<file path="src/rtl/core/asa_pkg.sv">
// Shared types and constants of the atlas shelf allocator.
// No dependencies; imported by every module of the block.
package asa_pkg;

   localparam int DIM_W  = 12;
   localparam int SIZE_W = 13;
   localparam int NEED_W = 14;

   localparam int DEF_START_WIDTH    = 512;
   localparam int DEF_START_HEIGHT   = 256;
   localparam int DEF_MAX_SIZE       = 4096;
   localparam int DEF_DOUBLING_LIMIT = 2048;
   localparam int DEF_HEIGHT_STEP    = 1024;

   localparam logic CMD_ALLOC   = 1'b0;
   localparam logic CMD_RESTART = 1'b1;

   localparam logic [1:0] STATUS_OK    = 2'd0;
   localparam logic [1:0] STATUS_ZERO  = 2'd1;
   localparam logic [1:0] STATUS_SPACE = 2'd2;

   typedef struct packed {
      logic              cmd;
      logic [DIM_W-1:0]  cell_width;
      logic [DIM_W-1:0]  cell_height;
   } asa_req_type;

   typedef struct packed {
      logic [1:0]        status;
      logic [DIM_W-1:0]  origin_x;
      logic [DIM_W-1:0]  origin_y;
      logic [SIZE_W-1:0] atlas_width;
      logic [SIZE_W-1:0] atlas_height;
   } asa_rsp_type;

   typedef struct packed {
      logic       load;
      logic       restart;
      logic       widen_step;
      logic       width_commit;
      logic       wrap;
      logic       grow_step;
      logic       place;
      logic       set_status;
      logic [1:0] status_code;
   } asa_cmd_type;

   typedef struct packed {
      logic is_restart;
      logic is_zero;
      logic widen_exit;
      logic widen_fit;
      logic grow_exit;
      logic grow_fit;
   } asa_sts_type;

endpackage

</file>
<file path="src/rtl/core/asa_dp.sv">
// Datapath of the atlas shelf allocator: atlas state, growth units, result.
// Depends on asa_pkg; driven by asa_ctrl through asa_cmd_type.
module asa_dp import asa_pkg::*; #(
   parameter int START_WIDTH    = DEF_START_WIDTH,
   parameter int START_HEIGHT   = DEF_START_HEIGHT,
   parameter int MAX_SIZE       = DEF_MAX_SIZE,
   parameter int DOUBLING_LIMIT = DEF_DOUBLING_LIMIT,
   parameter int HEIGHT_STEP    = DEF_HEIGHT_STEP
) (
   input  logic        clock,
   input  logic        reset,
   input  asa_req_type req_payload,
   input  asa_cmd_type cmd,
   output asa_sts_type sts,
   output asa_rsp_type rsp_payload
);

   localparam logic [SIZE_W-1:0] START_W_C = SIZE_W'(START_WIDTH);
   localparam logic [SIZE_W-1:0] START_H_C = SIZE_W'(START_HEIGHT);
   localparam logic [SIZE_W-1:0] MAX_C     = SIZE_W'(MAX_SIZE);
   localparam logic [SIZE_W-1:0] DLIM_C    = SIZE_W'(DOUBLING_LIMIT);
   localparam logic [SIZE_W-1:0] STEP_C    = SIZE_W'(HEIGHT_STEP);

   asa_req_type       req_ff, req_in;
   logic [SIZE_W-1:0] nw_ff, nw_in;
   logic [SIZE_W-1:0] nh_ff, nh_in;
   logic [SIZE_W-1:0] pen_ff, pen_in;
   logic [SIZE_W-1:0] top_ff, top_in;
   logic [SIZE_W-1:0] shelf_ff, shelf_in;
   logic [SIZE_W-1:0] width_ff, width_in;
   logic [SIZE_W-1:0] height_ff, height_in;
   logic [1:0]        status_ff, status_in;
   logic [DIM_W-1:0]  ox_ff, ox_in;
   logic [DIM_W-1:0]  oy_ff, oy_in;

   logic [SIZE_W-1:0] cw_ext, ch_ext;
   logic [NEED_W-1:0] pen_end;
   logic [NEED_W-1:0] grow_need;
   logic [NEED_W-1:0] nh_ext;
   logic [SIZE_W-1:0] nh_next;

   assign cw_ext    = SIZE_W'(req_ff.cell_width);
   assign ch_ext    = SIZE_W'(req_ff.cell_height);
   assign pen_end   = NEED_W'(pen_ff) + NEED_W'(req_ff.cell_width);
   assign grow_need = NEED_W'(top_ff) + NEED_W'(req_ff.cell_height);
   assign nh_ext    = NEED_W'(nh_ff);

   always_comb begin
      if (nh_ff < DLIM_C) begin
         nh_next = (nh_ff == '0) ? SIZE_W'(1) : {nh_ff[SIZE_W-2:0], 1'b0};
      end else begin
         nh_next = nh_ff + STEP_C;
      end
   end

   always_comb begin
      sts.is_restart = (req_ff.cmd == CMD_RESTART);
      sts.is_zero    = (req_ff.cell_width == '0) || (req_ff.cell_height == '0);
      sts.widen_exit = (nw_ff >= cw_ext) || (nw_ff >= MAX_C) || (nw_ff == '0);
      sts.widen_fit  = (nw_ff <= MAX_C) && (nw_ff >= cw_ext);
      sts.grow_exit  = (nh_ext >= grow_need) || (nh_ff >= MAX_C);
      sts.grow_fit   = (nh_ff <= MAX_C) && (nh_ext >= grow_need);
   end

   always_comb begin
      req_in    = req_ff;
      nw_in     = nw_ff;
      nh_in     = nh_ff;
      pen_in    = pen_ff;
      top_in    = top_ff;
      shelf_in  = shelf_ff;
      width_in  = width_ff;
      height_in = height_ff;
      status_in = status_ff;
      ox_in     = ox_ff;
      oy_in     = oy_ff;
      if (cmd.load) begin
         req_in    = req_payload;
         nw_in     = width_ff;
         status_in = STATUS_OK;
         ox_in     = '0;
         oy_in     = '0;
      end
      if (cmd.restart) begin
         pen_in    = '0;
         top_in    = '0;
         shelf_in  = '0;
         width_in  = START_W_C;
         height_in = START_H_C;
      end
      if (cmd.widen_step) begin
         nw_in = {nw_ff[SIZE_W-2:0], 1'b0};
      end
      if (cmd.width_commit) begin
         width_in = nw_ff;
      end
      if (cmd.wrap) begin
         nh_in = height_ff;
         if (pen_end > NEED_W'(width_ff)) begin
            pen_in   = '0;
            top_in   = top_ff + shelf_ff;
            shelf_in = '0;
         end
      end
      if (cmd.grow_step) begin
         nh_in = nh_next;
      end
      if (cmd.place) begin
         height_in = nh_ff;
         if (ch_ext > shelf_ff) begin
            shelf_in = ch_ext;
         end
         ox_in  = pen_ff[DIM_W-1:0];
         oy_in  = top_ff[DIM_W-1:0];
         pen_in = pen_end[SIZE_W-1:0];
      end
      if (cmd.set_status) begin
         status_in = cmd.status_code;
      end
   end

   always_ff @(posedge clock) begin
      req_ff    <= req_in;
      nw_ff     <= nw_in;
      nh_ff     <= nh_in;
      status_ff <= status_in;
      ox_ff     <= ox_in;
      oy_ff     <= oy_in;
   end

   always_ff @(posedge clock) begin
      if (reset) begin
         pen_ff    <= '0;
         top_ff    <= '0;
         shelf_ff  <= '0;
         width_ff  <= START_W_C;
         height_ff <= START_H_C;
      end else begin
         pen_ff    <= pen_in;
         top_ff    <= top_in;
         shelf_ff  <= shelf_in;
         width_ff  <= width_in;
         height_ff <= height_in;
      end
   end

   always_comb begin
      rsp_payload.status       = status_ff;
      rsp_payload.origin_x     = ox_ff;
      rsp_payload.origin_y     = oy_ff;
      rsp_payload.atlas_width  = width_ff;
      rsp_payload.atlas_height = height_ff;
   end

endmodule

</file>
<file path="src/rtl/core/asa_ctrl.sv">
// Controller of the atlas shelf allocator: sequences check, widen, wrap, grow.
// Depends on asa_pkg; commands asa_dp and reads its status.
module asa_ctrl import asa_pkg::*; (
   input  logic        clock,
   input  logic        reset,
   input  logic        start,
   input  asa_sts_type sts,
   output asa_cmd_type cmd,
   output logic        busy,
   output logic        rsp_valid
);

   typedef enum logic [5:0] {
      ST_IDLE  = 6'b000001,
      ST_CHECK = 6'b000010,
      ST_WIDEN = 6'b000100,
      ST_WRAP  = 6'b001000,
      ST_GROW  = 6'b010000,
      ST_RESP  = 6'b100000
   } asa_state_type;

   asa_state_type state_ff, state_in;
   logic          accept;

   assign busy      = (state_ff != ST_IDLE) && (state_ff != ST_RESP);
   assign rsp_valid = (state_ff == ST_RESP);
   assign accept    = start && !busy;

   always_comb begin
      state_in = state_ff;
      cmd      = '0;
      case (state_ff)
         ST_IDLE: begin
            if (accept) begin
               cmd.load = 1'b1;
               state_in = ST_CHECK;
            end
         end
         ST_CHECK: begin
            if (sts.is_restart) begin
               cmd.restart = 1'b1;
               state_in    = ST_RESP;
            end else if (sts.is_zero) begin
               cmd.set_status  = 1'b1;
               cmd.status_code = STATUS_ZERO;
               state_in        = ST_RESP;
            end else begin
               state_in = ST_WIDEN;
            end
         end
         ST_WIDEN: begin
            if (!sts.widen_exit) begin
               cmd.widen_step = 1'b1;
            end else if (sts.widen_fit) begin
               cmd.width_commit = 1'b1;
               state_in         = ST_WRAP;
            end else begin
               cmd.set_status  = 1'b1;
               cmd.status_code = STATUS_SPACE;
               state_in        = ST_RESP;
            end
         end
         ST_WRAP: begin
            cmd.wrap = 1'b1;
            state_in = ST_GROW;
         end
         ST_GROW: begin
            if (!sts.grow_exit) begin
               cmd.grow_step = 1'b1;
            end else if (sts.grow_fit) begin
               cmd.place = 1'b1;
               state_in  = ST_RESP;
            end else begin
               cmd.set_status  = 1'b1;
               cmd.status_code = STATUS_SPACE;
               state_in        = ST_RESP;
            end
         end
         ST_RESP: begin
            if (accept) begin
               cmd.load = 1'b1;
               state_in = ST_CHECK;
            end else begin
               state_in = ST_IDLE;
            end
         end
         default: begin
            state_in = ST_IDLE;
         end
      endcase
   end

   always_ff @(posedge clock) begin
      if (reset) begin
         state_ff <= ST_IDLE;
      end else begin
         state_ff <= state_in;
      end
   end

endmodule

</file>
<file path="src/rtl/core/atlas_shelf_allocator.sv">
// Restart and zero-size beats pass through the check state to the result state;
// allocations go through check, W width doublings, wrap and H height growth steps
// unless space runs out, one step a cycle in the separate widen and grow registers.
// A new beat is taken in the cycle its predecessor's result is shown.
// Synchronous reset empties the atlas at its start size; results cannot stall.
module atlas_shelf_allocator import asa_pkg::*; #(
   parameter int START_WIDTH    = DEF_START_WIDTH,
   parameter int START_HEIGHT   = DEF_START_HEIGHT,
   parameter int MAX_SIZE       = DEF_MAX_SIZE,
   parameter int DOUBLING_LIMIT = DEF_DOUBLING_LIMIT,
   parameter int HEIGHT_STEP    = DEF_HEIGHT_STEP
) (
   input  logic        clock,
   input  logic        reset,
   input  logic        start,
   output logic        busy,
   input  asa_req_type req_payload,
   output logic        rsp_valid,
   output asa_rsp_type rsp_payload
);

   asa_cmd_type dp_cmd;
   asa_sts_type dp_sts;

   asa_ctrl u_ctrl (
      .clock     (clock),
      .reset     (reset),
      .start     (start),
      .sts       (dp_sts),
      .cmd       (dp_cmd),
      .busy      (busy),
      .rsp_valid (rsp_valid)
   );

   asa_dp #(
      .START_WIDTH    (START_WIDTH),
      .START_HEIGHT   (START_HEIGHT),
      .MAX_SIZE       (MAX_SIZE),
      .DOUBLING_LIMIT (DOUBLING_LIMIT),
      .HEIGHT_STEP    (HEIGHT_STEP)
   ) u_dp (
      .clock       (clock),
      .reset       (reset),
      .req_payload (req_payload),
      .cmd         (dp_cmd),
      .sts         (dp_sts),
      .rsp_payload (rsp_payload)
   );

endmodule

</file>
<file path="config.mk">
export PLATFORM = sky130hd
export DESIGN_NAME = atlas_shelf_allocator
export DESIGN_NICKNAME = d
export VERILOG_FILES = /design/src/rtl/core/asa_pkg.sv /design/src/rtl/core/asa_dp.sv /design/src/rtl/core/asa_ctrl.sv /design/src/rtl/core/atlas_shelf_allocator.sv
export SDC_FILE = /design/constraint.sdc
export NUM_CORES = 1
export LEC_CHECK = 0
export BUFFER_PORTS_ARGS = -buffer_cell sky130_fd_sc_hd__buf_2
export CORE_ASPECT_RATIO = 1.4
export CORE_UTILIZATION = 24
export CTS_BUF_LIST = sky130_fd_sc_hd__clkbuf_8
export DETAILED_ROUTE_END_ITERATION = 16
export GPL_ROUTABILITY_DRIVEN = 0
export PLACE_DENSITY = 0.38
export SETUP_SLACK_MARGIN = 0.05
export SYNTH_ARGS = -nofsm -noshare
export SYNTH_HDL_FRONTEND = slang
export SYNTH_HIERARCHICAL = 1
export SYNTH_SLANG_ARGS = --single-unit
</file>
<file path="constraint.sdc">
create_clock -name clock -period 11.4 [get_ports clock]
set_input_delay 0 -clock clock [delete_from_list [all_inputs] [get_ports clock]]
set_output_delay 0 -clock clock [all_outputs]
set_load 0.05 [all_outputs]
</file>
## Word-level counts from Yosys, hierarchy flattened

Cells that the tools add are included.

| cells by class | value |
|---|---|
| multiplexer cells | 54 |
| reduce and logical (&&, ||, !) cells | 21 |
| $add $sub $neg | 4 |
| magnitude comparators | 9 |
| eq/ne operators | 11 |

Operators with widths:

| kind | number |
|---|---|
| $mux 13 | 22 |
| $mux 12 | 3 |
| $mux 6 | 6 |
| $pmux 6 s6 | 1 |
| $add 13x12->14 | 2 |
| $ge 13x13->1 const B | 2 |
| $le 13x13->1 const B | 2 |
| $logic_not 13->1 | 2 |
| $logic_not 12->1 | 2 |
| $mux 3 | 5 |
| $ge 13x14->1 | 1 |
| $gt 14x13->1 | 1 |
| $add 13x11->13 const B | 1 |
| $add 13x13->13 | 1 |
| $ge 13x12->1 | 1 |
| $gt 12x13->1 | 1 |
| $lt 13x12->1 const B | 1 |
| $reduce_bool 2->1 | 6 |
| $mux 1 | 10 |
| $mux 2 | 5 |
| $pmux 3 s3 | 1 |
| $eq 6x1->1 const B | 1 |
| $eq 6x2->1 const B | 1 |
| $eq 6x3->1 const B | 1 |
| other kinds (12) | 20 |

| storage, ports and cells | value |
|---|---|
| input port bits | 28 |
| register bits | 148 |
| word-level logic and storage cells | 114 |
| output and inout bits | 54 |

## Logic depth before layout (Yosys ltp)

| depth | value |
|---|---|
| depth after elaboration | 8 |
| gate-level depth with buffers | 26 |
| depth with buffers taken out | 25 |

## By module

The synthesis kept the hierarchy.

By module, submodules not included:

| module | area each (um2) | times used | cells each | seq. area each (um2) |
|---|---|---|---|---|
| asa_dp | 8,221.6 | 1 | 830 | 3,603.5 |
| asa_ctrl | 474.2 | 1 | 59 | 120.1 |

## Least setup slack after synthesis

No wires, ideal clock.

| timing path | value |
|---|---|
| kind | reg2reg |
| start | register u_dp.req_ff, in the netlist u_dp/ch_ext[0] |
| end | register u_dp.shelf_ff[10] |
| data required time | 11.341 ns |
| library setup time | 0.059 ns |
| stages on the path, launching flop included | 27 |
| arrival time | 5.068 ns |
| period minus slack after synthesis | 5.127 ns |
| slack | 6.273 ns |
| buffers on the path | 1 |
| path through | edfxtp_1 ha_1 fa_1 a21o_1 a21oi_1 nor2b_1 o221ai_1 o21ai_0 o41ai_1 xnor2_1 ha_1 a2111oi_0 o21ai_0 a31oi_1 nor2_1 nand3_1 o21ai_0 nand3_1 nor2_1 inv_1 a2111oi_0 o31ai_1 a21o_1 a31oi_1 nor2b_1 buf_4 a22o_1 |

RTL lines:

| item | line | source |
|---|---|---|
| start: declaration | asa_dp.sv:24 | `asa_req_type req_ff, req_in;` |
| start signal: assignment | asa_dp.sv:123 | `req_ff <= req_in;` |
| end signal: assignment | asa_dp.sv:141 | `shelf_ff <= shelf_in;` |
| end: declaration | asa_dp.sv:29 | `logic [SIZE_W-1:0] shelf_ff, shelf_in;` |

==> flow_summary_export.csv <==
group,metric,value,unit
run_status,status,"completed",
cells_and_area,nets,1108,
synthesis,synthTopCellsByArea,"edfxtp_1 26%, dfxtp_1 17%, ha_1 13%, a21oi_1 3.7%, inv_1 3.2%",
critical_path,cp.arrival,6.51,ns
clock_tree,cts_root_buf,"clkbuf_8",
global_route,antenna_found_initial,1,
timing,clock_skew,0.02101,ns
placed_design,dpl_cell_area,9600,µm²
detailed_routing,postRouteAntennaNets,0,
flow_run,cap_viol_max_count,0,
timing,maxSlewHeadroom,0.2611,
power_and_ir_drop,internal_power,0.0008138,W
critical_path,r2r_end,"u_dp/shelf_ff[7]",
timing,rsz0062_at_grt,"false",
clock_tree,cts_setup_buffers,0,
synthesis,synthCells,889,
timing,tightest_slew,1.104,ns
detailed_routing,via_count,6837,
worst_hold_path,hp-start,"start",
power_and_ir_drop,switching_share,0.2984,
power_and_ir_drop,clock_power_share,0.341,
timing,setup_viol,0,
power_and_ir_drop,cellPowerDensity,113.5,nW/µm²
die,coreArea,35700,µm²
critical_path,start_kind,"flop",
critical_path,crit_required,11.82,ns
clock_tree,h-tree-depth,4,
global_route,grt_max_degree,51,
synthesis,synth_top_area_cell,"edfxtp_1",
critical_path,crit-reg2reg-launch,"u_dp/ch_ext[0]",
power_and_ir_drop,power_frac_seq,0.524,
placed_design,dpl.cell_count,1407,
die,rows,82,
global_route,grt-ovfl-total,0,
detailed_routing,firstDrtPassIters,4,
critical_path,endpoint_kind,"flop",
power_and_ir_drop,combPwrFrac,0.136,
synthesis,avgSynthCellArea,9.782,µm²
critical_path,cp_max_fo,12,
global_route,first_global_vias,6813,
synthesis,synth_top_area_share,0.2624,
placed_design,port_buffers,81,
synthesis,synthesis.nets,1008,
worst_hold_path,hp-class,"input port to flop",
cells_and_area,syn_to_final_growth,17.47,%
die,io_pins,82,
placed_design,hpwl,19680,µm
clock_tree,clock_path_buffers,2,
cells_and_area,final_cell_count_no_fill,1465,
synthesis,synth_ff_type,"edfxtp_1",
cells_and_area,stdcell_area,10210,µm²
power_and_ir_drop,p_leak,4.166,nW
detailed_routing,drc,0,
clock_tree,cts_tree,"yes",
die,die_w,162.9,µm
detailed_routing,wirelength,25980,µm
timing,finalSetupTns,0,ns
critical_path,reg2reg_depth,25,
power_and_ir_drop,power,0.001160,W
cells_and_area,drive_gt1_frac,0.1447,
timing,report.final.slew_viol_count,0,
synthesis,ys_ff_latch,148,
synthesis,synth_edf_count,76,
clock_tree,clk_pin_slew,0.09,ns
timing,post-route-period-util,0.5341,
timing,fin_crit,6.088,ns
synthesis,async_flop_share,0,
cells_and_area,post-route-util,0.2861,
synthesis,yosys_warnings,6,
worst_hold_path,whs_path_depth,4,
timing,clock.fmax,164.2,MHz
critical_path,critPathKind,"flop to flop",
synthesis,yosysSeqAreaShare,0.4282,
synthesis,ys_types,72,
synthesis,synth_most_common_cell,"ha_1",
power_and_ir_drop,p_switching,0.0003461,W
timing,finalHoldViolations,0,
global_route,grt_util_all_layers,0.1448,
die,start_util,0.2436,
die,dieArea,37010,µm²
critical_path,r2r_setup_slack,5.31,ns
detailed_routing,drt-initial-drc-count,295,
global_route,grt_pass1_wl,39640,µm
clock_tree,clk_latency,0.49,ns
clock_tree,clock-sinks,148,
synthesis,synth_area,8696,µm²
clock_tree,cts_inserted_buffers,17,
detailed_routing,viasPerCell,4.667,
worst_hold_path,whs_endpoint,"u_ctrl/state_ff[3]",
power_and_ir_drop,vdd_ir_drop_max,0.05902,mV
synthesis,ys_top_cells_by_count,"88 x ha_1, 76 x edfxtp_1, 74 x inv_1, 72 x dfxtp_1, 65 x a21oi_1",
detailed_routing,wire_per_inst,17.73,µm
die,die_y,227.2,µm
[metal layers]
| metal | global-route usage | wire length [µm] | share of wire | up-vias |
|---|---|---|---|---|
| met4 | 0.05758 | 560 | 0.022 | 0 |
| met1 | 0.1513 | 10150 | 0.39 | 3287 |
| met2 | 0.2843 | 14770 | 0.57 | 86 |
| met5 | 0 | 0 | 0 | - |
| met3 | 0.02168 | 503 | 0.019 | 24 |
| li1 | - | - | - | 3440 |
[critical path, cell delays in order (launching register included)]
cell and delay, ns:
edfxtp_1 0.45, ha_1 0.25, fa_1 0.42, a21o_1 0.20, a21oi_1 0.22, nor2b_1 0.10, o221ai_1 0.22, o21ai_0 0.16
o41ai_1 0.35, xnor2_1 0.12, ha_1 0.30, a2111oi_0 0.09, o21ai_0 0.15, a31oi_1 0.07, nor2_1 0.12, nand3_1 0.10
o21ai_0 0.32, nand3_1 0.18, nor2_4 0.12, inv_1 0.12, a2111oi_0 0.38, o31ai_1 0.14, a21o_1 0.17, a31oi_1 0.29
nor2b_1 0.77, a22o_1 0.23
[placed cells by master (no fill, tap or decap), types with 18 or more instances in the layout]
| cell | instances |
|---|---|
| a22o_1 | 25 |
| buf_2 | 81 |
| ha_1 | 88 |
| inv_1 | 75 |
| nand2_1 | 43 |
| xnor2_1 | 20 |
| dlygate4sd3_1 | 25 |
| a21oi_1 | 65 |
| edfxtp_1 | 76 |
| dfxtp_1 | 72 |
| nor3_1 | 37 |
| nor2_1 | 62 |
| o21ai_0 | 44 |
| nand3_1 | 22 |
| clkbuf_8 | 18 |
| a21o_1 | 23 |
| and2_1 | 30 |
[cell type report]
class | instances | area, µm²
antenna | 1 | 2.502
clock buffer | 18 | 247.7
tap | 462 | 578.1
clock inverter | 14 | 113.9
fill | 3875 | 25490
multi-input combinational | 635 | 4563
timing repair buffer | 113 | 708.2
sequential | 148 | 3724
inverter | 74 | 277.8
[cell families (layout without fill, tap and decap cells)]
logic type,Yosys count,count (layout),synth area share
adder cells (fa/ha/maj),91,91,0.1335
multiplexers,3,3,0.003597
flip-flops,148,148,0.4282
buffers and inverters,106,219,0.04806
AND/OR/NAND/NOR,290,290,0.1833
XOR/XNOR,29,29,0.02921
other,0,1,0
AO/OA/AOI/OAI,222,222,0.1741
[repair_timing]
| item | CTS | global route |
|---|---|---|
| hold endpoints to repair | 25 | 0 |
| endpoints found under the setup margin | 0 | 0 |
| hold buffers | 25 | 0 |
| gates resized for setup | 0 | 0 |
[power by group through the flow]
stage | Sequential, W | Clock [W] | Combinational [W]
3_5_place_dp | 0.000621 | 0 | 0.000153
4_1_cts | 0.000609 | 0.000414 | 0.000160
2_1_floorplan | 0.000637 | 0 | 0.0000821
6_report | 0.000607 | 0.000395 | 0.000157
3_3_place_gp | 0.000621 | 0 | 0.000152
5_1_grt | 0.000610 | 0.000434 | 0.000175
[how the worst max path moves through the flow]
stage / from / to / slack [ns] / depth (start not counted)
after global placement: u_dp/ch_ext[0] / u_dp/shelf_ff[6] / 5.48 / 25
after detailed placement: u_dp/ch_ext[0] / u_dp/shelf_ff[0] / 5.33 / 25
final: u_dp/ch_ext[0] / u_dp/shelf_ff[7] / 5.31 / 25
after global routing: u_dp/ch_ext[0] / u_dp/shelf_ff[7] / 4.59 / 25
after CTS: u_dp/ch_ext[0] / u_dp/shelf_ff[7] / 5.28 / 25
after floorplan: u_dp/ch_ext[0] / u_dp/shelf_ff[10] / 6.27 / 26
[metrics by stage]
step	hold slack (ns)	setup slack [ns]
2_1_floorplan	0.07161	6.273
3_3_place_gp	0.1760	5.482
3_5_place_dp	0.1781	5.327
4_1_cts	0.04762	5.284
5_1_grt	0.1114	4.591
6_report	0.1190	5.312
[sequential cells by signal, indices dropped and copies added (netlist names), 2 cells and up]
signal,count
u_ctrl/state_ff,6
u_dp/top_ff,13
u_dp/width_ff,13
u_dp/ox_ff,12
u_dp/ch_ext,12
u_dp/shelf_ff,13
u_dp/cw_ext,12
u_dp/height_ff,13
u_dp/status_ff,2
u_dp/oy_ff,12
u_dp/nw_ff,13
u_dp/nh_ff,13
u_dp/pen_ff,13
No activity file was read; power rests on OpenSTA's default activity.
